===== src/hw/rtl/kscf_pkg.sv =====
// Shared types, constants and layout tables for the keyboard scancode FIFO.
// No dependencies; every other file in hw/rtl imports this package.
`default_nettype none

package kscf_pkg;

	localparam int BufferDepthDefault = 256;
	localparam int TableSize          = 80;
	localparam int CharWidth          = 7;
	localparam int FillWidth          = 9;

	localparam logic [7:0] ReleaseLimit = 8'd128;
	localparam logic [CharWidth-1:0] CtrlCCode = 7'd3;
	localparam logic [CharWidth-1:0] CharLowerC = 7'd99;
	localparam logic [CharWidth-1:0] CharUpperC = 7'd67;

	typedef enum logic [2:0] {
		ST_STORED  = 3'd0,
		ST_IGNORED = 3'd1,
		ST_DROPPED = 3'd2,
		ST_READ_OK = 3'd3,
		ST_EMPTY   = 3'd4
	} kscf_status_t;

	typedef enum logic {
		OP_KEY  = 1'b0,
		OP_READ = 1'b1
	} kscf_op_t;

	// Result of one ring update, handed to the result pipeline
	typedef struct packed {
		kscf_status_t         status;
		logic [FillWidth-1:0] fill;
	} kscf_ring_res_t;

	typedef logic [CharWidth-1:0] kscf_char_t;

	// US layout, set-1 make codes 0..79, unshifted
	localparam kscf_char_t PlainMap [TableSize] = '{
		7'd0,   7'd27,  7'd49,  7'd50,  7'd51,  7'd52,  7'd53,  7'd54,
		7'd55,  7'd56,  7'd57,  7'd48,  7'd45,  7'd61,  7'd8,   7'd9,
		7'd113, 7'd119, 7'd101, 7'd114, 7'd116, 7'd121, 7'd117, 7'd105,
		7'd111, 7'd112, 7'd91,  7'd93,  7'd10,  7'd0,   7'd97,  7'd115,
		7'd100, 7'd102, 7'd103, 7'd104, 7'd106, 7'd107, 7'd108, 7'd59,
		7'd39,  7'd96,  7'd0,   7'd92,  7'd122, 7'd120, 7'd99,  7'd118,
		7'd98,  7'd110, 7'd109, 7'd44,  7'd46,  7'd47,  7'd0,   7'd42,
		7'd0,   7'd32,  7'd0,   7'd0,   7'd0,   7'd0,   7'd0,   7'd0,
		7'd0,   7'd0,   7'd0,   7'd0,   7'd0,   7'd0,   7'd0,   7'd0,
		7'd0,   7'd0,   7'd45,  7'd0,   7'd0,   7'd0,   7'd43,  7'd0
	};

	// US layout, set-1 make codes 0..79, with shift
	localparam kscf_char_t ShiftedMap [TableSize] = '{
		7'd0,   7'd27,  7'd33,  7'd64,  7'd35,  7'd36,  7'd37,  7'd94,
		7'd38,  7'd42,  7'd40,  7'd41,  7'd95,  7'd43,  7'd8,   7'd9,
		7'd81,  7'd87,  7'd69,  7'd82,  7'd84,  7'd89,  7'd85,  7'd73,
		7'd79,  7'd80,  7'd123, 7'd125, 7'd10,  7'd0,   7'd65,  7'd83,
		7'd68,  7'd70,  7'd71,  7'd72,  7'd74,  7'd75,  7'd76,  7'd58,
		7'd34,  7'd126, 7'd0,   7'd124, 7'd90,  7'd88,  7'd67,  7'd86,
		7'd66,  7'd78,  7'd77,  7'd60,  7'd62,  7'd63,  7'd0,   7'd42,
		7'd0,   7'd32,  7'd0,   7'd0,   7'd0,   7'd0,   7'd0,   7'd0,
		7'd0,   7'd0,   7'd0,   7'd0,   7'd0,   7'd0,   7'd0,   7'd0,
		7'd0,   7'd0,   7'd45,  7'd0,   7'd0,   7'd0,   7'd43,  7'd0
	};

endpackage

`default_nettype wire


===== src/hw/rtl/kscf_if.sv =====
// Request and response channel interfaces (valid/ready plus payload).
// Depends on kscf_pkg for the operation and status types.
`default_nettype none

interface kscf_req_if;
	import kscf_pkg::*;

	logic       valid;
	logic       ready;
	kscf_op_t   operation;
	logic [7:0] scancode;
	logic       shift_held;
	logic       ctrl_held;

	modport source (output valid, operation, scancode, shift_held, ctrl_held, input ready);
	modport sink   (input valid, operation, scancode, shift_held, ctrl_held, output ready);
endinterface

interface kscf_rsp_if;
	import kscf_pkg::*;

	logic                 valid;
	logic                 ready;
	kscf_status_t         status;
	logic [CharWidth-1:0] character;
	logic [FillWidth-1:0] fill_level;

	modport source (output valid, status, character, fill_level, input ready);
	modport sink   (input valid, status, character, fill_level, output ready);
endinterface

`default_nettype wire


===== src/hw/rtl/kscf_xlate.sv =====
// Scancode to character translation through the fixed layout tables.
// Depends on kscf_pkg for PlainMap, ShiftedMap and the ctrl-c constants.
`default_nettype none

module kscf_xlate (
	input  wire logic [7:0]                 scancode,
	input  wire logic                       shift_held,
	input  wire logic                       ctrl_held,
	output      logic [kscf_pkg::CharWidth-1:0] character
);
	import kscf_pkg::*;

	logic       in_table;
	logic [6:0] idx;
	kscf_char_t raw;

	// Releases and codes past the table map to zero (ignored)
	assign in_table = (scancode < ReleaseLimit) && (scancode < 8'(TableSize));
	assign idx      = scancode[6:0];

	always_comb begin
		raw = '0;
		if (in_table) begin
			raw = shift_held ? ShiftedMap[idx] : PlainMap[idx];
		end
		character = raw;
		if (ctrl_held && (raw == CharLowerC || raw == CharUpperC)) begin
			character = CtrlCCode;
		end
	end

endmodule

`default_nettype wire


===== src/hw/rtl/kscf_ring.sv =====
// Character ring buffer: pointers, fill count and storage array.
// Depends on kscf_pkg for the status type and result struct.
`default_nettype none

module kscf_ring #(
	parameter int BUFFER_DEPTH = kscf_pkg::BufferDepthDefault
) (
	input  wire logic                            clk,
	input  wire logic                            arst_n,
	input  wire logic                            step,
	input  wire logic                            is_read,
	input  wire logic [kscf_pkg::CharWidth-1:0]  push_char,
	output      kscf_pkg::kscf_ring_res_t        res,
	output      logic [kscf_pkg::CharWidth-1:0]  rd_data_q
);
	import kscf_pkg::*;

	localparam int PtrWidth = (BUFFER_DEPTH > 1) ? $clog2(BUFFER_DEPTH) : 1;
	localparam int CntWidth = $clog2(BUFFER_DEPTH + 1);

	kscf_char_t          mem [BUFFER_DEPTH];
	logic [PtrWidth-1:0] wr_ptr_q;
	logic [PtrWidth-1:0] rd_ptr_q;
	logic [CntWidth-1:0] cnt_q;
	logic [CntWidth-1:0] cnt_next;
	logic                empty;
	logic                full;
	logic                do_push;
	logic                do_pop;

	assign empty = (cnt_q == '0);
	assign full  = (cnt_q == CntWidth'(BUFFER_DEPTH));

	// Decide the outcome of this word
	always_comb begin
		do_push  = 1'b0;
		do_pop   = 1'b0;
		cnt_next = cnt_q;
		if (is_read) begin
			if (empty) begin
				res.status = ST_EMPTY;
			end else begin
				res.status = ST_READ_OK;
				do_pop     = 1'b1;
				cnt_next   = cnt_q - 1'b1;
			end
		end else if (push_char == '0) begin
			res.status = ST_IGNORED;
		end else if (full) begin
			res.status = ST_DROPPED;
		end else begin
			res.status = ST_STORED;
			do_push    = 1'b1;
			cnt_next   = cnt_q + 1'b1;
		end
		res.fill = FillWidth'(cnt_next);
	end

	// Advance pointers and count
	always_ff @(posedge clk or negedge arst_n) begin
		if (!arst_n) begin
			wr_ptr_q <= '0;
			rd_ptr_q <= '0;
			cnt_q    <= '0;
		end else if (step) begin
			cnt_q <= cnt_next;
			if (do_push) begin
				wr_ptr_q <= (wr_ptr_q == PtrWidth'(BUFFER_DEPTH - 1)) ? '0 : wr_ptr_q + 1'b1;
			end
			if (do_pop) begin
				rd_ptr_q <= (rd_ptr_q == PtrWidth'(BUFFER_DEPTH - 1)) ? '0 : rd_ptr_q + 1'b1;
			end
		end
	end

	// Storage: one write port, one registered read port
	always_ff @(posedge clk) begin
		if (step && do_push) begin
			mem[wr_ptr_q] <= push_char;
		end
		if (step && do_pop) begin
			rd_data_q <= mem[rd_ptr_q];
		end
	end

endmodule

`default_nettype wire


===== src/hw/rtl/keyboard_scancode_ascii_fifo_core.sv =====
// Top level of the keyboard scancode FIFO: translation, ring and result pipeline.
// Depends on kscf_pkg, kscf_if, kscf_xlate and kscf_ring.
//
//   channel | dir | payload                                   | handshake
//   --------+-----+-------------------------------------------+------------
//   req     | in  | operation, scancode, shift_held, ctrl_held | valid/ready
//   rsp     | out | status, character, fill_level              | valid/ready
//
// One word in, one word out; a new word can be taken every cycle while rsp is not stalled.
// A word passes the ring update and read port at acceptance, then the output
// register (the ring's registered read port sets the first stage).
// arst_n clears pointers, fill count and both valid flags; storage is not cleared.
// A stall on rsp fills the two stages, then drops req.ready until one drains.
`default_nettype none

module keyboard_scancode_ascii_fifo_core #(
	parameter int BUFFER_DEPTH = kscf_pkg::BufferDepthDefault
) (
	input wire logic  clk,
	input wire logic  arst_n,
	kscf_req_if.sink  req,
	kscf_rsp_if.source rsp
);
	import kscf_pkg::*;

	kscf_char_t     key_char;
	kscf_char_t     rd_data_q;
	kscf_ring_res_t ring_res;
	logic           accept;
	logic           advance;

	logic                 valid_s1;
	kscf_status_t         status_s1;
	kscf_char_t           char_s1;
	logic [FillWidth-1:0] fill_s1;

	logic                 valid_s2;
	kscf_status_t         status_s2;
	kscf_char_t           char_s2;
	logic [FillWidth-1:0] fill_s2;

	kscf_xlate u_xlate (
		.scancode   (req.scancode),
		.shift_held (req.shift_held),
		.ctrl_held  (req.ctrl_held),
		.character  (key_char)
	);

	kscf_ring #(
		.BUFFER_DEPTH (BUFFER_DEPTH)
	) u_ring (
		.clk       (clk),
		.arst_n    (arst_n),
		.step      (accept),
		.is_read   (req.operation == OP_READ),
		.push_char (key_char),
		.res       (ring_res),
		.rd_data_q (rd_data_q)
	);

	// Handshake: stage 1 moves on when the output register is free or drains
	assign advance   = valid_s1 && (!valid_s2 || rsp.ready);
	assign req.ready = !valid_s1 || advance;
	assign accept    = req.valid && req.ready;

	// Stage 1 valid and output valid
	always_ff @(posedge clk or negedge arst_n) begin
		if (!arst_n) begin
			valid_s1 <= 1'b0;
			valid_s2 <= 1'b0;
		end else begin
			if (accept) begin
				valid_s1 <= 1'b1;
			end else if (advance) begin
				valid_s1 <= 1'b0;
			end
			if (advance) begin
				valid_s2 <= 1'b1;
			end else if (rsp.ready) begin
				valid_s2 <= 1'b0;
			end
		end
	end

	// Stage 1 payload: hold until the word moves on
	always_ff @(posedge clk) begin
		if (accept) begin
			status_s1 <= ring_res.status;
			fill_s1   <= ring_res.fill;
			char_s1   <= (req.operation == OP_READ) ? '0 : key_char;
		end
	end

	// Output payload: a popped character comes from the read port
	always_ff @(posedge clk) begin
		if (advance) begin
			status_s2 <= status_s1;
			fill_s2   <= fill_s1;
			char_s2   <= (status_s1 == ST_READ_OK) ? rd_data_q : char_s1;
		end
	end

	assign rsp.valid      = valid_s2;
	assign rsp.status     = status_s2;
	assign rsp.character  = char_s2;
	assign rsp.fill_level = fill_s2;

endmodule

`default_nettype wire


===== src/flat_wrapper.sv =====
// flat-port wrapper written by rule: the top's interface ports become plain ports
module keyboard_scancode_ascii_fifo_core_flat import kscf_pkg::*;
#(
	parameter int BUFFER_DEPTH = kscf_pkg::BufferDepthDefault
)
  (clk, arst_n, req_valid, req_operation, req_scancode, req_shift_held, req_ctrl_held, req_ready, rsp_valid, rsp_status, rsp_character, rsp_fill_level, rsp_ready);
  kscf_req_if req_i ();
  kscf_rsp_if rsp_i ();
  input wire logic clk;
  input wire logic arst_n;
  input wire logic [$bits(req_i.valid)-1:0] req_valid;
  input wire logic [$bits(req_i.operation)-1:0] req_operation;
  input wire logic [$bits(req_i.scancode)-1:0] req_scancode;
  input wire logic [$bits(req_i.shift_held)-1:0] req_shift_held;
  input wire logic [$bits(req_i.ctrl_held)-1:0] req_ctrl_held;
  output wire logic [$bits(req_i.ready)-1:0] req_ready;
  output wire logic [$bits(rsp_i.valid)-1:0] rsp_valid;
  output wire logic [$bits(rsp_i.status)-1:0] rsp_status;
  output wire logic [$bits(rsp_i.character)-1:0] rsp_character;
  output wire logic [$bits(rsp_i.fill_level)-1:0] rsp_fill_level;
  input wire logic [$bits(rsp_i.ready)-1:0] rsp_ready;
  assign req_i.valid = req_valid;
  assign req_i.operation = req_operation;
  assign req_i.scancode = req_scancode;
  assign req_i.shift_held = req_shift_held;
  assign req_i.ctrl_held = req_ctrl_held;
  assign req_ready = req_i.ready;
  assign rsp_valid = rsp_i.valid;
  assign rsp_status = rsp_i.status;
  assign rsp_character = rsp_i.character;
  assign rsp_fill_level = rsp_i.fill_level;
  assign rsp_i.ready = rsp_ready;
  keyboard_scancode_ascii_fifo_core #(.BUFFER_DEPTH(BUFFER_DEPTH)) u_core (.clk(clk), .arst_n(arst_n), .req(req_i), .rsp(rsp_i));
endmodule

===== config.mk =====
export PLATFORM = sky130hd
export DESIGN_NAME = keyboard_scancode_ascii_fifo_core_flat
export DESIGN_NICKNAME = d
export VERILOG_FILES = /design/src/hw/rtl/kscf_pkg.sv /design/src/hw/rtl/kscf_if.sv /design/src/hw/rtl/kscf_xlate.sv /design/src/hw/rtl/kscf_ring.sv /design/src/hw/rtl/keyboard_scancode_ascii_fifo_core.sv /design/src/flat_wrapper.sv
export SDC_FILE = /design/constraint.sdc
export NUM_CORES = 2
export LEC_CHECK = 0
export BUFFER_PORTS_ARGS = -buffer_cell sky130_fd_sc_hd__buf_2
export CORE_MARGIN = 4
export CORE_UTILIZATION = 63
export DETAILED_ROUTE_END_ITERATION = 7
export PLACE_DENSITY = 0.76
export SLEW_MARGIN = 25
export SYNTH_ARGS = -nofsm -noshare
export SYNTH_HDL_FRONTEND = slang
export SYNTH_SLANG_ARGS = --single-unit

===== constraint.sdc =====
create_clock -name clk -period 4.8 [get_ports clk]
set_input_delay 0.24 -clock clk [delete_from_list [all_inputs] [get_ports clk]]
set_output_delay 0.24 -clock clk [all_outputs]
set_load 0.05 [all_outputs]

==> flow_summary.toml <==
[outcome]
run_status = "finished, final reports clean"

[synthesis]
synth_seq_area_share = 0.756
yosys_register_bits = 1864
fraction_of_registers_with_async_set_or_reset_after_synthesis = 0.0145
yosysWarningCount = 0
synth_top_area_cell = "sky130_fd_sc_hd__edfxtp_1"
edff_count_synth = 1837
synthesis.instances = 3418
syn_avg_cell_area_um2 = 21.6
synth_area_leaders = "sky130_fd_sc_hd__edfxtp_1, sky130_fd_sc_hd__mux4_2, sky130_fd_sc_hd__nor3_1"
synth.distinct_cells = 74
synth.cell_area_um2 = 73900
synthesis.nets = 3452
synth-main-ff-cell = "sky130_fd_sc_hd__edfxtp_1"
post-synth-top-area-fraction = 0.747

[cts]
cts-buffers-inserted = 180
cts.sink_count = 1864
cts_tree = "yes"
clk_pin_slew_worst_paths_ps = 60
clock_tree.htree_level_count = 4
cts_setup_buffers = 0
worstSkewPairLatency_ps = 780
max-clock-path-buffers = 3
cts_root_buffer = "sky130_fd_sc_hd__clkbuf_16"

[die]
core-area_um2 = 116000
fp.dieW_um = 350
die_outline_area_um2 = 123000
number_of_i_o_pins = 36
placementRows = 125
die_h_um = 350
initial_utilization = 0.635

[pwr]
power_leakage_nw = 26.6
worst_ir_drop_vdd_mv = 0.535
cellPowerDensity_nw_per_um2 = 528
p_total_mw = 44.4

[cells_and_area]
final.fill_count = 6330
final_common_cell = "sky130_fd_sc_hd__edfxtp_1"
final_cell_mix = "sky130_fd_sc_hd__edfxtp_1, sky130_fd_sc_hd__mux4_2, sky130_fd_sc_hd__clkbuf_16"
final_core_util = 0.724
finish.net_count = 3561
drive_gt1_frac = 0.330
areaGrowthSynthToFinish_pct = 14.0

[critical_path]
timing.critical_path.fanout_max = 17
critical-path-slowest-cell = "sky130_fd_sc_hd__dfrtp_4"
cp_num_buf_inv = 2
r2r-end = "u_core.u_ring.rd_data_q[6]$_DFFE_PP_"
critical_path.startpoint = "u_core.u_ring.rd_ptr_q[0]$_DFFE_PN0P_"
cp.required_ps = 5260
path_delay_family = "compound AO/OA/AOI/OAI gates"
cp_startpoint_kind = "flop"
worst_ep_arrival_time_ps = 4460
timing.rr.start = "u_core.u_ring.rd_ptr_q[0]$_DFFE_PN0P_"
setup.reg_to_reg.worst_slack_ps = 790
series_of_cell_instances_along_the_critical_path = "buf_12 -> buf_4 -> mux4_2 -> mux4_2 -> a22oi_1 -> nand2_1 -> a22oi_1 -> o221ai_1"
critical_path.endpoint_type = "flop"
critical-path-max-stage-delay_ps = 600
path_class = "flop to flop"
timing.reg2reg.worst_path_depth = 8

[sta]
worst_clock_skew_ps = 28.1
slew_headroom = 0.257
grt_setup_unrepaired = "false"
minimum_clock_period_after_layout_ps = 4010
final_min_period_over_clock_period = 0.835
report.final.setup_viol = 0
final-hold-violation-count = 0
max_freq_mhz = 250
drv_slew = 0
worst_slew_pin_slew_ps = 1120

[global_route]
globalRouteTotalUtil = 0.294
grt_start_max_net_pins = 257
grt_pass1_vias = 37400
global_route.overflow_total = 0
antenna_found_initial = 1
grt_pass1_wl_mm = 260

[drt]
detailedRoute.firstIterationViolations = 4877
routed_wl_mm = 174
drt-wirelength-per-cell_um = 33.5
vias = 36600
route.antenna.remaining_nets = 0
drt-pass1-iter-count = 6
vias_per_cell = 7.05
route.detailed.drc = 0

[flow_run]
maxCapViolCount = 0

[place]
place.gp.congestion = 0.885
detailed_place_hpwl_mm = 101
numPortBuffers = 35

[hold_path]
hold_path_class = "input pin to asynchronous set/reset pin"
## timing repair
action,CTS,global route
endpoints found under the hold margin,34,0
hold buffers,5,0
gates resized for setup,0,0
## layout make-up
class / count / area, µm² / share of cell area
clock buffers: 215 / 4800 / 0.0570
clock inverters: 113 / 1080 / 0.0129
diodes: 2 / 5.00 / 0.0000594
inverters: 22 / 100 / 0.00119
well taps: 1524 / 1910 / 0.0226
multi-input cells: 1307 / 19000 / 0.225
flip-flops and latches: 1864 / 55900 / 0.663
repair buffers: 152 / 1470 / 0.0175
## per-layer routing
layer,track usage,up-vias,part of all wire
met3,0.0595,314,0.094
met2,0.465,2231,0.50
li1,-,14700,-
met5,0,-,0.000075
met4,0.0922,2,0.031
met1,0.425,19400,0.38
## worst max path at each step
stage	to	slack [ps]	depth (start not counted)
after floorplan	u_core.u_ring.mem[0][5]$_DFFE_PP_	-2240	11
after global placement	u_core.u_ring.mem[238][0]$_DFFE_PP_	390	11
after detailed placement	u_core.u_ring.mem[190][4]$_DFFE_PP_	260	11
after CTS	u_core.u_ring.rd_data_q[5]$_DFFE_PP_	820	8
after global routing	u_core.u_ring.rd_data_q[5]$_DFFE_PP_	670	8
final	u_core.u_ring.rd_data_q[6]$_DFFE_PP_	790	8
## kinds of logic (layout without fill, tap and decap cells)
group	count (synthesis)	in the layout	share of synthesized area
fa+ha+maj	19	19	0.00322
xor+xnor	16	16	0.00190
compound gates	183	183	0.0186
buf+inv	247	502	0.0137
other cells	0	2	0
flops	1864	1864	0.756
mux	579	579	0.174
simple gates	510	510	0.0328
## report_power, final
part / switching, mW / total [mW] / leakage (nW) / internal (mW)
clock: 5.93 / 14.1 / 2.89 / 8.19
combinational: 6.53 / 11.8 / 7.23 / 5.31
sequential: 0.328 / 18.5 / 16.5 / 18.1
total: 12.8 / 44.4 / 26.6 / 31.6
## worst reg2reg max path: stages, from the launching register on
cell and delay, ps:
sky130_fd_sc_hd__dfrtp_4 600, sky130_fd_sc_hd__buf_12 240, sky130_fd_sc_hd__buf_4 350, sky130_fd_sc_hd__mux4_2 570, sky130_fd_sc_hd__mux4_2 500, sky130_fd_sc_hd__a22oi_1 430
sky130_fd_sc_hd__nand2_1 190, sky130_fd_sc_hd__a22oi_1 510, sky130_fd_sc_hd__o221ai_1 310
## cells in the mapped netlist, drive strengths merged, types with 5 or more instances
library cell  number
buf               82
nand2b            15
inv               22
and2              10
nor2             164
dfrtp             27
a22oi             37
xor2               5
a221oi            10
mux2i              6
o221ai             9
nor4               5
a22o              11
or3                5
a21oi             17
clkbuf           143
nand2             66
a211oi             6
xnor2             11
a41oi              6
a31oi              5
ha                19
nor3             145
o211ai             5
edfxtp          1837
mux4             561
nand4             11
o2111ai            5
mux2              12
nand3             46
o31ai              9
o21ai             32
o22ai              5
nor2b             21
and3               8
## flip-flops by register name, summed over array words and instances, names as in the netlist
| signal | count |
|---|---|
| u_core.rsp.fill_level | 9 |
| u_core.valid_s1 | 1 |
| u_core.rsp.valid | 1 |
| u_core.status_s1 | 3 |
| u_core.u_ring.mem | 1792 |
| u_core.u_ring.cnt_q | 9 |
| u_core.char_s1 | 7 |
| u_core.u_ring.rd_data_q | 7 |
| u_core.u_ring.rd_ptr_q | 8 |
| u_core.u_ring.wr_ptr_q | 8 |
| u_core.rsp.character | 7 |
| u_core.fill_s1 | 9 |
| u_core.rsp.status | 3 |
## per-stage QoR
| stage | setup TNS (ps) | cells | cell area, µm² | setup WS [ps] | hold slack (ps) |
|---|---|---|---|---|---|
| after floorplan | -2406460 | 3418 | 76000 | -2240 | -55.6 |
| after global placement | 0 | 4863 | 78200 | 392 | 334 |
| after detailed placement | 0 | 4863 | 78200 | 257 | 357 |
| after CTS | 0 | 5196 | 84200 | 817 | 61.9 |
| after global routing | 0 | 5197 | 84200 | 667 | 117 |
| final | 0 | 5199 | 84200 | 793 | 79.0 |
Power figures use the tool's default switching activity.
